**src/rtl/core/csv_byte_tokenizer_defines.svh**
```systemverilog
// Assertion macros for the CSV tokenizer RTL (used by csvt_fsm).
// Depends on nothing; included by files that carry assertions.
`ifndef CSV_BYTE_TOKENIZER_DEFINES_SVH
`define CSV_BYTE_TOKENIZER_DEFINES_SVH

// Same-cycle implication, disabled in reset.
`define CSVT_ASSERT_IMP(lbl, clk, rst_n, ante, cons) \
  lbl: assert property (@(posedge clk) disable iff (!rst_n) (ante) |-> (cons)) \
    else $error("csvt assertion failed");

// Next-cycle implication, disabled in reset.
`define CSVT_ASSERT_NXT(lbl, clk, rst_n, ante, cons) \
  lbl: assert property (@(posedge clk) disable iff (!rst_n) (ante) |=> (cons)) \
    else $error("csvt assertion failed");

`endif

```
**src/rtl/core/csvt_pkg.sv**
```systemverilog
// Package for the CSV byte tokenizer: character codes, error codes, result word type.
// Depends on nothing; used by the interfaces, csvt_fsm and csv_byte_tokenizer.
`timescale 1ns / 1ps
`default_nettype none

package csvt_pkg;

  localparam int BYTE_W = 8;
  localparam int ERR_W  = 3;

  localparam logic [BYTE_W-1:0] CH_QUOTE = 8'h22;
  localparam logic [BYTE_W-1:0] CH_COMMA = 8'h2C;
  localparam logic [BYTE_W-1:0] CH_CR    = 8'h0D;
  localparam logic [BYTE_W-1:0] CH_LF    = 8'h0A;

  localparam logic [ERR_W-1:0] ERR_NONE       = 3'd0;
  localparam logic [ERR_W-1:0] ERR_BLANK_LINE = 3'd1;
  localparam logic [ERR_W-1:0] ERR_BAD_QUOTE  = 3'd2;
  localparam logic [ERR_W-1:0] ERR_LONE_CR    = 3'd3;
  localparam logic [ERR_W-1:0] ERR_UNCLOSED   = 3'd4;

  typedef struct packed {
    logic              char_valid;
    logic [BYTE_W-1:0] char_out;
    logic              field_end;
    logic              row_end;
    logic [ERR_W-1:0]  error_code;
    logic              ignored;
    logic              done_res;
  } res_t;

endpackage

`default_nettype wire

```
**src/rtl/core/csvt_ifs.sv**
```systemverilog
// Valid/ready channel interfaces for the CSV tokenizer input and result words.
// Depends on csvt_pkg.
`timescale 1ns / 1ps
`default_nettype none

interface csvt_in_if;
  logic                      valid;
  logic                      ready;
  logic [csvt_pkg::BYTE_W-1:0] byte_value;
  logic                      is_last;

  modport source (output valid, output byte_value, output is_last, input ready);
  modport sink   (input valid, input byte_value, input is_last, output ready);
endinterface

interface csvt_out_if;
  logic                        valid;
  logic                        ready;
  logic                        char_valid;
  logic [csvt_pkg::BYTE_W-1:0] char_out;
  logic                        field_end;
  logic                        row_end;
  logic [csvt_pkg::ERR_W-1:0]  error_code;
  logic                        ignored;
  logic                        done_res;

  modport source (output valid, output char_valid, output char_out, output field_end,
                  output row_end, output error_code, output ignored, output done_res,
                  input ready);
  modport sink   (input valid, input char_valid, input char_out, input field_end,
                  input row_end, input error_code, input ignored, input done_res,
                  output ready);
endinterface

`default_nettype wire

```
**src/rtl/core/csvt_fsm.sv**
```systemverilog
// Parse state machine of the CSV tokenizer: next-state decode, end flush, result register.
// Depends on csvt_pkg and csv_byte_tokenizer_defines.svh.
`timescale 1ns / 1ps
`default_nettype none
`include "csv_byte_tokenizer_defines.svh"

module csvt_fsm (
  input  wire logic                        clk,
  input  wire logic                        rst_n,
  input  wire logic                        ld,
  input  wire logic [csvt_pkg::BYTE_W-1:0] byte_i,
  input  wire logic                        last_i,
  output      csvt_pkg::res_t              res_o
);
  import csvt_pkg::*;

  typedef enum logic [2:0] {
    S_START  = 3'd0,
    S_PLAIN  = 3'd1,
    S_QUOTED = 3'd2,
    S_SEP    = 3'd3,
    S_QQ     = 3'd4,
    S_CR     = 3'd5,
    S_ERR    = 3'd6
  } state_t;

  state_t state_r, state_nxt, step_st;
  res_t   res_r, res_nxt;

  always_comb begin
    step_st            = state_r;
    res_nxt            = '0;
    res_nxt.error_code = ERR_NONE;
    res_nxt.done_res   = last_i;
    unique case (state_r)
      S_PLAIN: begin
        case (byte_i)
          CH_COMMA: begin res_nxt.field_end = 1'b1; step_st = S_SEP; end
          CH_CR:    begin res_nxt.field_end = 1'b1; step_st = S_CR; end
          default:  begin res_nxt.char_valid = 1'b1; res_nxt.char_out = byte_i; end
        endcase
      end
      S_QUOTED: begin
        case (byte_i)
          CH_QUOTE: step_st = S_QQ;
          default:  begin res_nxt.char_valid = 1'b1; res_nxt.char_out = byte_i; end
        endcase
      end
      S_SEP: begin
        case (byte_i)
          CH_COMMA: res_nxt.field_end = 1'b1;
          CH_QUOTE: step_st = S_QUOTED;
          CH_CR:    begin res_nxt.field_end = 1'b1; step_st = S_CR; end
          default: begin
            res_nxt.char_valid = 1'b1;
            res_nxt.char_out   = byte_i;
            step_st            = S_PLAIN;
          end
        endcase
      end
      S_QQ: begin
        case (byte_i)
          CH_COMMA: begin res_nxt.field_end = 1'b1; step_st = S_SEP; end
          CH_CR:    begin res_nxt.field_end = 1'b1; step_st = S_CR; end
          CH_QUOTE: begin
            res_nxt.char_valid = 1'b1;
            res_nxt.char_out   = CH_QUOTE;
            step_st            = S_QUOTED;
          end
          default:  begin res_nxt.error_code = ERR_BAD_QUOTE; step_st = S_ERR; end
        endcase
      end
      S_CR: begin
        case (byte_i)
          CH_LF:   begin res_nxt.row_end = 1'b1; step_st = S_START; end
          default: begin res_nxt.error_code = ERR_LONE_CR; step_st = S_ERR; end
        endcase
      end
      S_ERR: res_nxt.ignored = 1'b1;
      default: begin
        case (byte_i) inside
          CH_QUOTE:     step_st = S_QUOTED;
          CH_COMMA:     begin res_nxt.field_end = 1'b1; step_st = S_SEP; end
          CH_CR, CH_LF: begin res_nxt.error_code = ERR_BLANK_LINE; step_st = S_ERR; end
          default: begin
            res_nxt.char_valid = 1'b1;
            res_nxt.char_out   = byte_i;
            step_st            = S_PLAIN;
          end
        endcase
      end
    endcase

    state_nxt = step_st;
    if (last_i) begin
      case (step_st) inside
        S_PLAIN, S_QQ, S_SEP: begin
          res_nxt.field_end = 1'b1;
          res_nxt.row_end   = 1'b1;
        end
        S_QUOTED: res_nxt.error_code = ERR_UNCLOSED;
        default:  ;
      endcase
      state_nxt = S_START;
    end
  end

  always_ff @(posedge clk) begin
    if (!rst_n) begin
      state_r <= S_START;
    end else if (ld) begin
      state_r <= state_nxt;
      res_r   <= res_nxt;
    end
  end

  assign res_o = res_r;

  `CSVT_ASSERT_NXT(a_last_restarts, clk, rst_n, ld && last_i, state_r == S_START)
  `CSVT_ASSERT_NXT(a_err_sticky, clk, rst_n, ld && !last_i && state_r == S_ERR,
                   state_r == S_ERR && res_r.ignored)
  `CSVT_ASSERT_NXT(a_crlf_row, clk, rst_n, ld && state_r == S_CR && byte_i == CH_LF,
                   res_r.row_end && !res_r.char_valid && res_r.error_code == ERR_NONE)

endmodule

`default_nettype wire

```
**src/rtl/core/csv_byte_tokenizer.sv**
```systemverilog
// An accepted byte is held in the input register, then parsed into the result register.
// Throughput: one byte per cycle unless out ready stalls; the registers decouple both sides.
// Backpressure: in ready is high if the input stage is empty or moves into the result register.
// Reset: synchronous, active low; clears the stage valids and returns the parser to field start.
// Depends on csvt_pkg, csvt_ifs and csvt_fsm.
`timescale 1ns / 1ps
`default_nettype none

module csv_byte_tokenizer (
  input wire logic clk,
  input wire logic rst_n,
  csvt_in_if.sink   in_ch,
  csvt_out_if.source out_ch
);
  import csvt_pkg::*;

  logic              s1_valid_r, s1_valid_nxt;
  logic [BYTE_W-1:0] s1_byte_r;
  logic              s1_last_r;
  logic              out_valid_r, out_valid_nxt;
  logic              in_acc, adv;
  res_t              res;

  assign adv           = s1_valid_r && (!out_valid_r || out_ch.ready);
  assign in_ch.ready   = !s1_valid_r || adv;
  assign in_acc        = in_ch.valid && in_ch.ready;
  assign s1_valid_nxt  = in_acc || (s1_valid_r && !adv);
  assign out_valid_nxt = adv || (out_valid_r && !out_ch.ready);

  always_ff @(posedge clk) begin
    if (!rst_n) begin
      s1_valid_r  <= 1'b0;
      out_valid_r <= 1'b0;
    end else begin
      s1_valid_r  <= s1_valid_nxt;
      out_valid_r <= out_valid_nxt;
    end
  end

  always_ff @(posedge clk) begin
    if (in_acc) begin
      s1_byte_r <= in_ch.byte_value;
      s1_last_r <= in_ch.is_last;
    end
  end

  csvt_fsm u_fsm (
    .clk    (clk),
    .rst_n  (rst_n),
    .ld     (adv),
    .byte_i (s1_byte_r),
    .last_i (s1_last_r),
    .res_o  (res)
  );

  assign out_ch.valid      = out_valid_r;
  assign out_ch.char_valid = res.char_valid;
  assign out_ch.char_out   = res.char_out;
  assign out_ch.field_end  = res.field_end;
  assign out_ch.row_end    = res.row_end;
  assign out_ch.error_code = res.error_code;
  assign out_ch.ignored    = res.ignored;
  assign out_ch.done_res   = res.done_res;

endmodule

`default_nettype wire

```
**src/flat_wrapper.sv**
```systemverilog
// flat-port wrapper written by rule: the top's interface ports become plain ports
module csv_byte_tokenizer_flat import csvt_pkg::*;
  (clk, rst_n, in_ch_valid, in_ch_byte_value, in_ch_is_last, in_ch_ready, out_ch_valid, out_ch_char_valid, out_ch_char_out, out_ch_field_end, out_ch_row_end, out_ch_error_code, out_ch_ignored, out_ch_done_res, out_ch_ready);
  csvt_in_if in_ch_i ();
  csvt_out_if out_ch_i ();
  input wire logic clk;
  input wire logic rst_n;
  input wire logic [$bits(in_ch_i.valid)-1:0] in_ch_valid;
  input wire logic [$bits(in_ch_i.byte_value)-1:0] in_ch_byte_value;
  input wire logic [$bits(in_ch_i.is_last)-1:0] in_ch_is_last;
  output wire logic [$bits(in_ch_i.ready)-1:0] in_ch_ready;
  output wire logic [$bits(out_ch_i.valid)-1:0] out_ch_valid;
  output wire logic [$bits(out_ch_i.char_valid)-1:0] out_ch_char_valid;
  output wire logic [$bits(out_ch_i.char_out)-1:0] out_ch_char_out;
  output wire logic [$bits(out_ch_i.field_end)-1:0] out_ch_field_end;
  output wire logic [$bits(out_ch_i.row_end)-1:0] out_ch_row_end;
  output wire logic [$bits(out_ch_i.error_code)-1:0] out_ch_error_code;
  output wire logic [$bits(out_ch_i.ignored)-1:0] out_ch_ignored;
  output wire logic [$bits(out_ch_i.done_res)-1:0] out_ch_done_res;
  input wire logic [$bits(out_ch_i.ready)-1:0] out_ch_ready;
  assign in_ch_i.valid = in_ch_valid;
  assign in_ch_i.byte_value = in_ch_byte_value;
  assign in_ch_i.is_last = in_ch_is_last;
  assign in_ch_ready = in_ch_i.ready;
  assign out_ch_valid = out_ch_i.valid;
  assign out_ch_char_valid = out_ch_i.char_valid;
  assign out_ch_char_out = out_ch_i.char_out;
  assign out_ch_field_end = out_ch_i.field_end;
  assign out_ch_row_end = out_ch_i.row_end;
  assign out_ch_error_code = out_ch_i.error_code;
  assign out_ch_ignored = out_ch_i.ignored;
  assign out_ch_done_res = out_ch_i.done_res;
  assign out_ch_i.ready = out_ch_ready;
  csv_byte_tokenizer u_core (.clk(clk), .rst_n(rst_n), .in_ch(in_ch_i), .out_ch(out_ch_i));
endmodule
```
**config.mk**
```make
export PLATFORM = sky130hd
export DESIGN_NAME = csv_byte_tokenizer_flat
export DESIGN_NICKNAME = d
export VERILOG_FILES = /design/src/rtl/core/csvt_pkg.sv /design/src/rtl/core/csvt_ifs.sv /design/src/rtl/core/csvt_fsm.sv /design/src/rtl/core/csv_byte_tokenizer.sv /design/src/flat_wrapper.sv
export VERILOG_INCLUDE_DIRS = /design/src /design/src/rtl/core
export SDC_FILE = /design/constraint.sdc
export NUM_CORES = 1
export LEC_CHECK = 0
export ABC_AREA = 1
export BUFFER_PORTS_ARGS = -buffer_cell sky130_fd_sc_hd__buf_2
export CORE_MARGIN = 3
export CORE_UTILIZATION = 50
export DETAILED_ROUTE_END_ITERATION = 6
export HOLD_SLACK_MARGIN = 0.03
export MAX_ROUTING_LAYER = met4
export PLACE_DENSITY = 0.83
export SLEW_MARGIN = 20
export SYNTH_ARGS = -nofsm -noshare
export SYNTH_HDL_FRONTEND = slang
export SYNTH_SLANG_ARGS = --single-unit
```
**constraint.sdc**
```tcl
create_clock -name clk -period 1.8 [get_ports clk]
set_input_delay 0.36 -clock clk [delete_from_list [all_inputs] [get_ports clk]]
set_output_delay 0.36 -clock clk [all_outputs]
set_load 0.02 [all_outputs]
```
# Word level (Yosys, flattened, before mapping)
# Cells that the tools add are included.
dict set report word_totals {
  register_bits 30
  output_inout_bits 18
}
dict set report op_classes {
  n_eq_ne 14
  muxes 35
  n_reduce_logical 21
}
# cell n
set op_table {}
lappend op_table {{$mux 9} 7}
lappend op_table {{$pmux 9 s5} 1}
lappend op_table {{$mux 3} 8}
lappend op_table {{$pmux 3 s3} 2}
lappend op_table {{$pmux 3 s6} 1}
lappend op_table {{$eq 8x4->1 const B} 2}
lappend op_table {{$eq 8x6->1 const B} 2}
lappend op_table {{$eq 3x2->1 const B} 4}
lappend op_table {{$eq 3x3->1 const B} 4}
lappend op_table {{$reduce_or 3->1} 4}
lappend op_table {{$mux 1} 9}
lappend op_table {{$eq 3x1->1 const B} 2}
lappend op_table {{$mux 2} 3}
lappend op_table {{$pmux 2 s3} 1}
lappend op_table {{$pmux 3 s2} 1}
lappend op_table {{$reduce_or 2->1} 3}
lappend op_table {{$mux 5} 1}
lappend op_table {{$logic_and 1x1->1} 4}
lappend op_table {{$logic_not 1->1} 4}
lappend op_table {{$logic_or 1x1->1} 4}
lappend op_table {{$reduce_or 4->1} 1}
lappend op_table {{$pmux 1 s2} 1}
lappend op_table {{$reduce_and 2->1} 1}

# Logic depth before layout (Yosys ltp)
dict set report depth {
  word_depth 10
  ltp_mapped 15
}

# Hierarchy
# From an unflattened synthesis, not the netlist that was laid out.
dict set report unflattened {
  hier_cells 170
  area_unflattened_um2 1539.0
}
# module n_inst cells_each area_per_inst_um2 seq_area_each_um2
set modules_own_cells {}
lappend modules_own_cells {csvt_fsm 1 148 1173.6 540.5}
lappend modules_own_cells {csv_byte_tokenizer 1 22 365.4 310.3}

# Least setup slack after synthesis
# Ideal clock, no wire load.
dict set report synth_path {
  path_type {register -> register}
  startpoint {register u_core.out_valid_r (netlist: u_core.out_ch.valid)}
  endpoint {register u_core.u_fsm.res_r, in the netlist u_core.u_fsm.res_o[0] (enable)}
  t_arrival_ns 1.285
  required_time_ns 1.412
  slack_ns 0.127
  path_stages_with_launch 4
  path_buffers 0
  cell_sequence {dfxtp_1 nand2_1 nand2_1 nor2_1}
}
dict set report synth_via {
  elab_chain_len 4
}
# element line
set synth_rtl {}
lappend synth_rtl {{start: declaration} csv_byte_tokenizer.sv:20} ;# logic out_valid_r, out_valid_nxt;
lappend synth_rtl {{start signal: assignment} csv_byte_tokenizer.sv:36} ;# out_valid_r <= out_valid_nxt;
lappend synth_rtl {{$logic_not 1->1} csv_byte_tokenizer.sv:24} ;# assign adv = s1_valid_r && (!out_valid_r || out_ch.ready);
lappend synth_rtl {{$logic_or 1x1->1} csv_byte_tokenizer.sv:24}
lappend synth_rtl {{$logic_and 1x1->1} csv_byte_tokenizer.sv:24}
lappend synth_rtl {{$reduce_and 2->1 (no line)} -}
lappend synth_rtl {{end signal: assignment} csvt_fsm.sv:113} ;# res_r <= res_nxt;
lappend synth_rtl {{end: declaration} csvt_fsm.sv:28} ;# res_t res_r, res_nxt;
# No other way between the ends.
# A chain may end at the register's enable or synchronous reset.

==> flow_metrics.env <==
export IMPL_min_delay_start="in_ch_byte_value[2]"
export IMPL_final_layout_size_suffix_gt1_frac=0.431
export IMPL_postCtsHoldBufs=0
export IMPL_rsz0062_at_grt="true"
export IMPL_slew_viol_final=0
export IMPL_avgRoutedWirePerCell_um=12.6
export IMPL_cts_buffers=5
export IMPL_crit_path_max_fanout=4
export IMPL_cp_arrival_ps=1870
export IMPL_cts_sinks=30
export IMPL_power_density_mw_per_mm2=694
export IMPL_path_class="register to register"
export IMPL_cp_end_kind="register"
export IMPL_avgSynthCellArea_sq_um=9.12
export IMPL_cpMostUsedCell="nand2_2"
export IMPL_clock_latency_ps=340
export IMPL_ys_types=19
export IMPL_grt_pass1_wl_um=4700
export IMPL_finalCritPeriodShare=0.990
export IMPL_drt_initial_drc_count=63
export IMPL_p_leak_uw=0.000895
export IMPL_min_path_type="input port to register"
export IMPL_nets=230
export IMPL_grt_usage=0.180
export IMPL_portBuffers=30
export IMPL_routed_via_density=5.29
export IMPL_io_pins=31
export IMPL_cts_max_path_buffers=2
export IMPL_htreeDepth=2
export IMPL_layout_min_cycle_time_ps=1780
export IMPL_r2r_start="u_core.s1_byte_r[5]$_DFFE_PP_"
export IMPL_final_common_cell="buf_2"
export IMPL_drc=0
export IMPL_vdd_ir_drop_worst_mv=0.472
export IMPL_ys_seq_area_frac=0.556
export IMPL_slowest_delay_ps=420
export IMPL_holdPathStages=1
export IMPL_maxCapViolCount=0
export IMPL_crit_path_top_delay_cell="edfxtp_1"
export IMPL_clkTransAtPathRegs_ps=90
export IMPL_tightest_slew_ps=322
export IMPL_core_area_sq_mm=0.00283
export IMPL_syn_nets=181
export IMPL_initial_core_util=0.541
export IMPL_die_area_sq_mm=0.00376
export IMPL_worstPathCellList="inv_2 > nand2_2 > nor2_4 > nand2_2 > nand2_2 > nand2_2 > nor2_2 > nand3_2 > nand2_2 > nand2_1 > nand2_1 > inv_1 > nand2_2 > nand2_1"
export IMPL_syn2layout_area_growth_pct=25.9
export IMPL_mostFrequentLayoutCells="30 x buf_2, 29 x nand2_1, 25 x edfxtp_1, 18 x nand3_1"
export IMPL_synthCells=168
export IMPL_hold_end="u_core.s1_byte_r[2]$_DFFE_PP_"
export IMPL_fin_ws_ps=17.7
export IMPL_rows=19
export IMPL_overflow=0
export IMPL_ys_seq_elements=30
export IMPL_worst_setup_path_start_kind="register"
export IMPL_antenna_cells=0
export IMPL_dpl_hpwl_um=2260
export IMPL_relSlewSlack=0.784
export IMPL_reg2reg_depth=14
export IMPL_ant_nets=0
export IMPL_detail_route_first_pass_iterations=4
export IMPL_grt_start_max_net_pins=17
export IMPL_place_congestion=0.985
export IMPL_cts_tree="yes"
export IMPL_hold_viol_final=0
export IMPL_tns_ps=0
export IMPL_r2r_slack_ps=20
export IMPL_dpl_worst_slack_ps=-15.5
export IMPL_setup_viol=0
export IMPL_synth_area_sq_mm=0.00153
export IMPL_die_h_um=61.3
export IMPL_antenna_found_initial=0
export IMPL_r2r_end="u_core.u_fsm.res_o[6]$_DFFE_PP_"
export IMPL_wirelength_um=3130
export IMPL_die_w_um=61.3
export IMPL_via_count=1318
export IMPL_yosys_warnings=0
export IMPL_max_freq_mhz=561
export IMPL_crit_required_ps=1890
export IMPL_fin_worst_skew_ps=9.49
export IMPL_cts_root_buffer="clkbuf_4"
export IMPL_grt_pass1_vias=1137
export IMPL_outcome="finished, final reports clean"
[where the power goes]
group	switching (uW)	internal, uW
logic	107	62.5
clock network	222	146
registers	15.7	784
[timing repair]
action	4_1_cts	5_1_grt
cloned	0	0
setup endpoints to repair	2	3
hold endpoints to repair	0	0
gates resized for setup	1	29
pin swaps	1	12
buffers inserted	1	6
[cell families after synthesis]
group | synth area share
AOI/OAI and AO/OA | 0.0776
DFF | 0.556
buffers and inverters | 0.0686
and+or+nand+nor | 0.298
[registers in the layout, summed over array words and instances (netlist names)]
register and count:
u_core.s1_valid_r 1, u_core.out_ch.valid 1, u_core.s1_last_r 1, u_core.u_fsm.res_o 16, u_core.s1_byte_r 8, u_core.u_fsm.state_r 3
[worst max path at each step]
stage,from,end,depth (start not counted)
2_1_floorplan,u_core.out_ch.valid$_SDFF_PN0_,u_core.u_fsm.res_o[0]$_DFFE_PP_,3
3_3_place_gp,u_core.s1_byte_r[0]$_DFFE_PP_,u_core.u_fsm.res_o[6]$_DFFE_PP_,14
3_5_place_dp,u_core.s1_byte_r[2]$_DFFE_PP_,u_core.u_fsm.res_o[5]$_DFFE_PP_,14
4_1_cts,u_core.s1_byte_r[2]$_DFFE_PP_,u_core.u_fsm.res_o[5]$_DFFE_PP_,14
5_1_grt,u_core.s1_byte_r[1]$_DFFE_PP_,u_core.u_fsm.res_o[6]$_DFFE_PP_,12
6_report,u_core.s1_byte_r[5]$_DFFE_PP_,u_core.u_fsm.res_o[6]$_DFFE_PP_,14
[routing by layer]
metal,GRT usage,vias to the layer above,wire (um)
li1,-,662,-
met1,0.210,590,1350
met2,0.276,54,1470
met3,0.0503,12,219
met4,0.106,0,87
met5,-,-,0
[synthesized netlist by cell type]
cell	instances	area share
nor2_1	17	0.042
nand2_2	6	0.025
edfxtp_1	25	0.49
nand4_1	2	0.0082
nand3_4	1	0.011
a21oi_1	7	0.023
o21ai_0	2	0.0065
a21oi_2	1	0.0057
inv_1	21	0.051
a31oi_1	2	0.0082
nand3_1	18	0.059
buf_6	1	0.0074
a41oi_1	6	0.034
inv_2	4	0.0098
nor2_2	3	0.012
nor2_4	2	0.015
dfxtp_1	5	0.065
nand2_1	41	0.10
nand3_2	4	0.026
[layout make-up]
cell class	instances	area (sq um)
flip-flops and latches	30	853
clock inverters	2	8.76
repair buffers	43	251
fillers	221	901
multi-input cells	112	641
inverters	25	93.8
well taps	31	38.8
clock buffers	6	41.3
[critical path: cells and delay by family (launching register included)]
kind          cells  cell delay [ps]
simple gates     12              970
flops             1              420
buf+inv           2              130
[metrics by stage]
stage               instances  hold WS, ps  cell area, sq um  utilization  power, uW
floorplan                 168          443              1530            -        912
global placement          234          466              1750        0.620        957
detailed placement        234          457              1750        0.620        959
CTS                       243          188              1810        0.641       1320
global route              249          182              1930        0.682       1400
finish                    249          198              1930        0.682       1340
(Power assumes the default switching activity.)
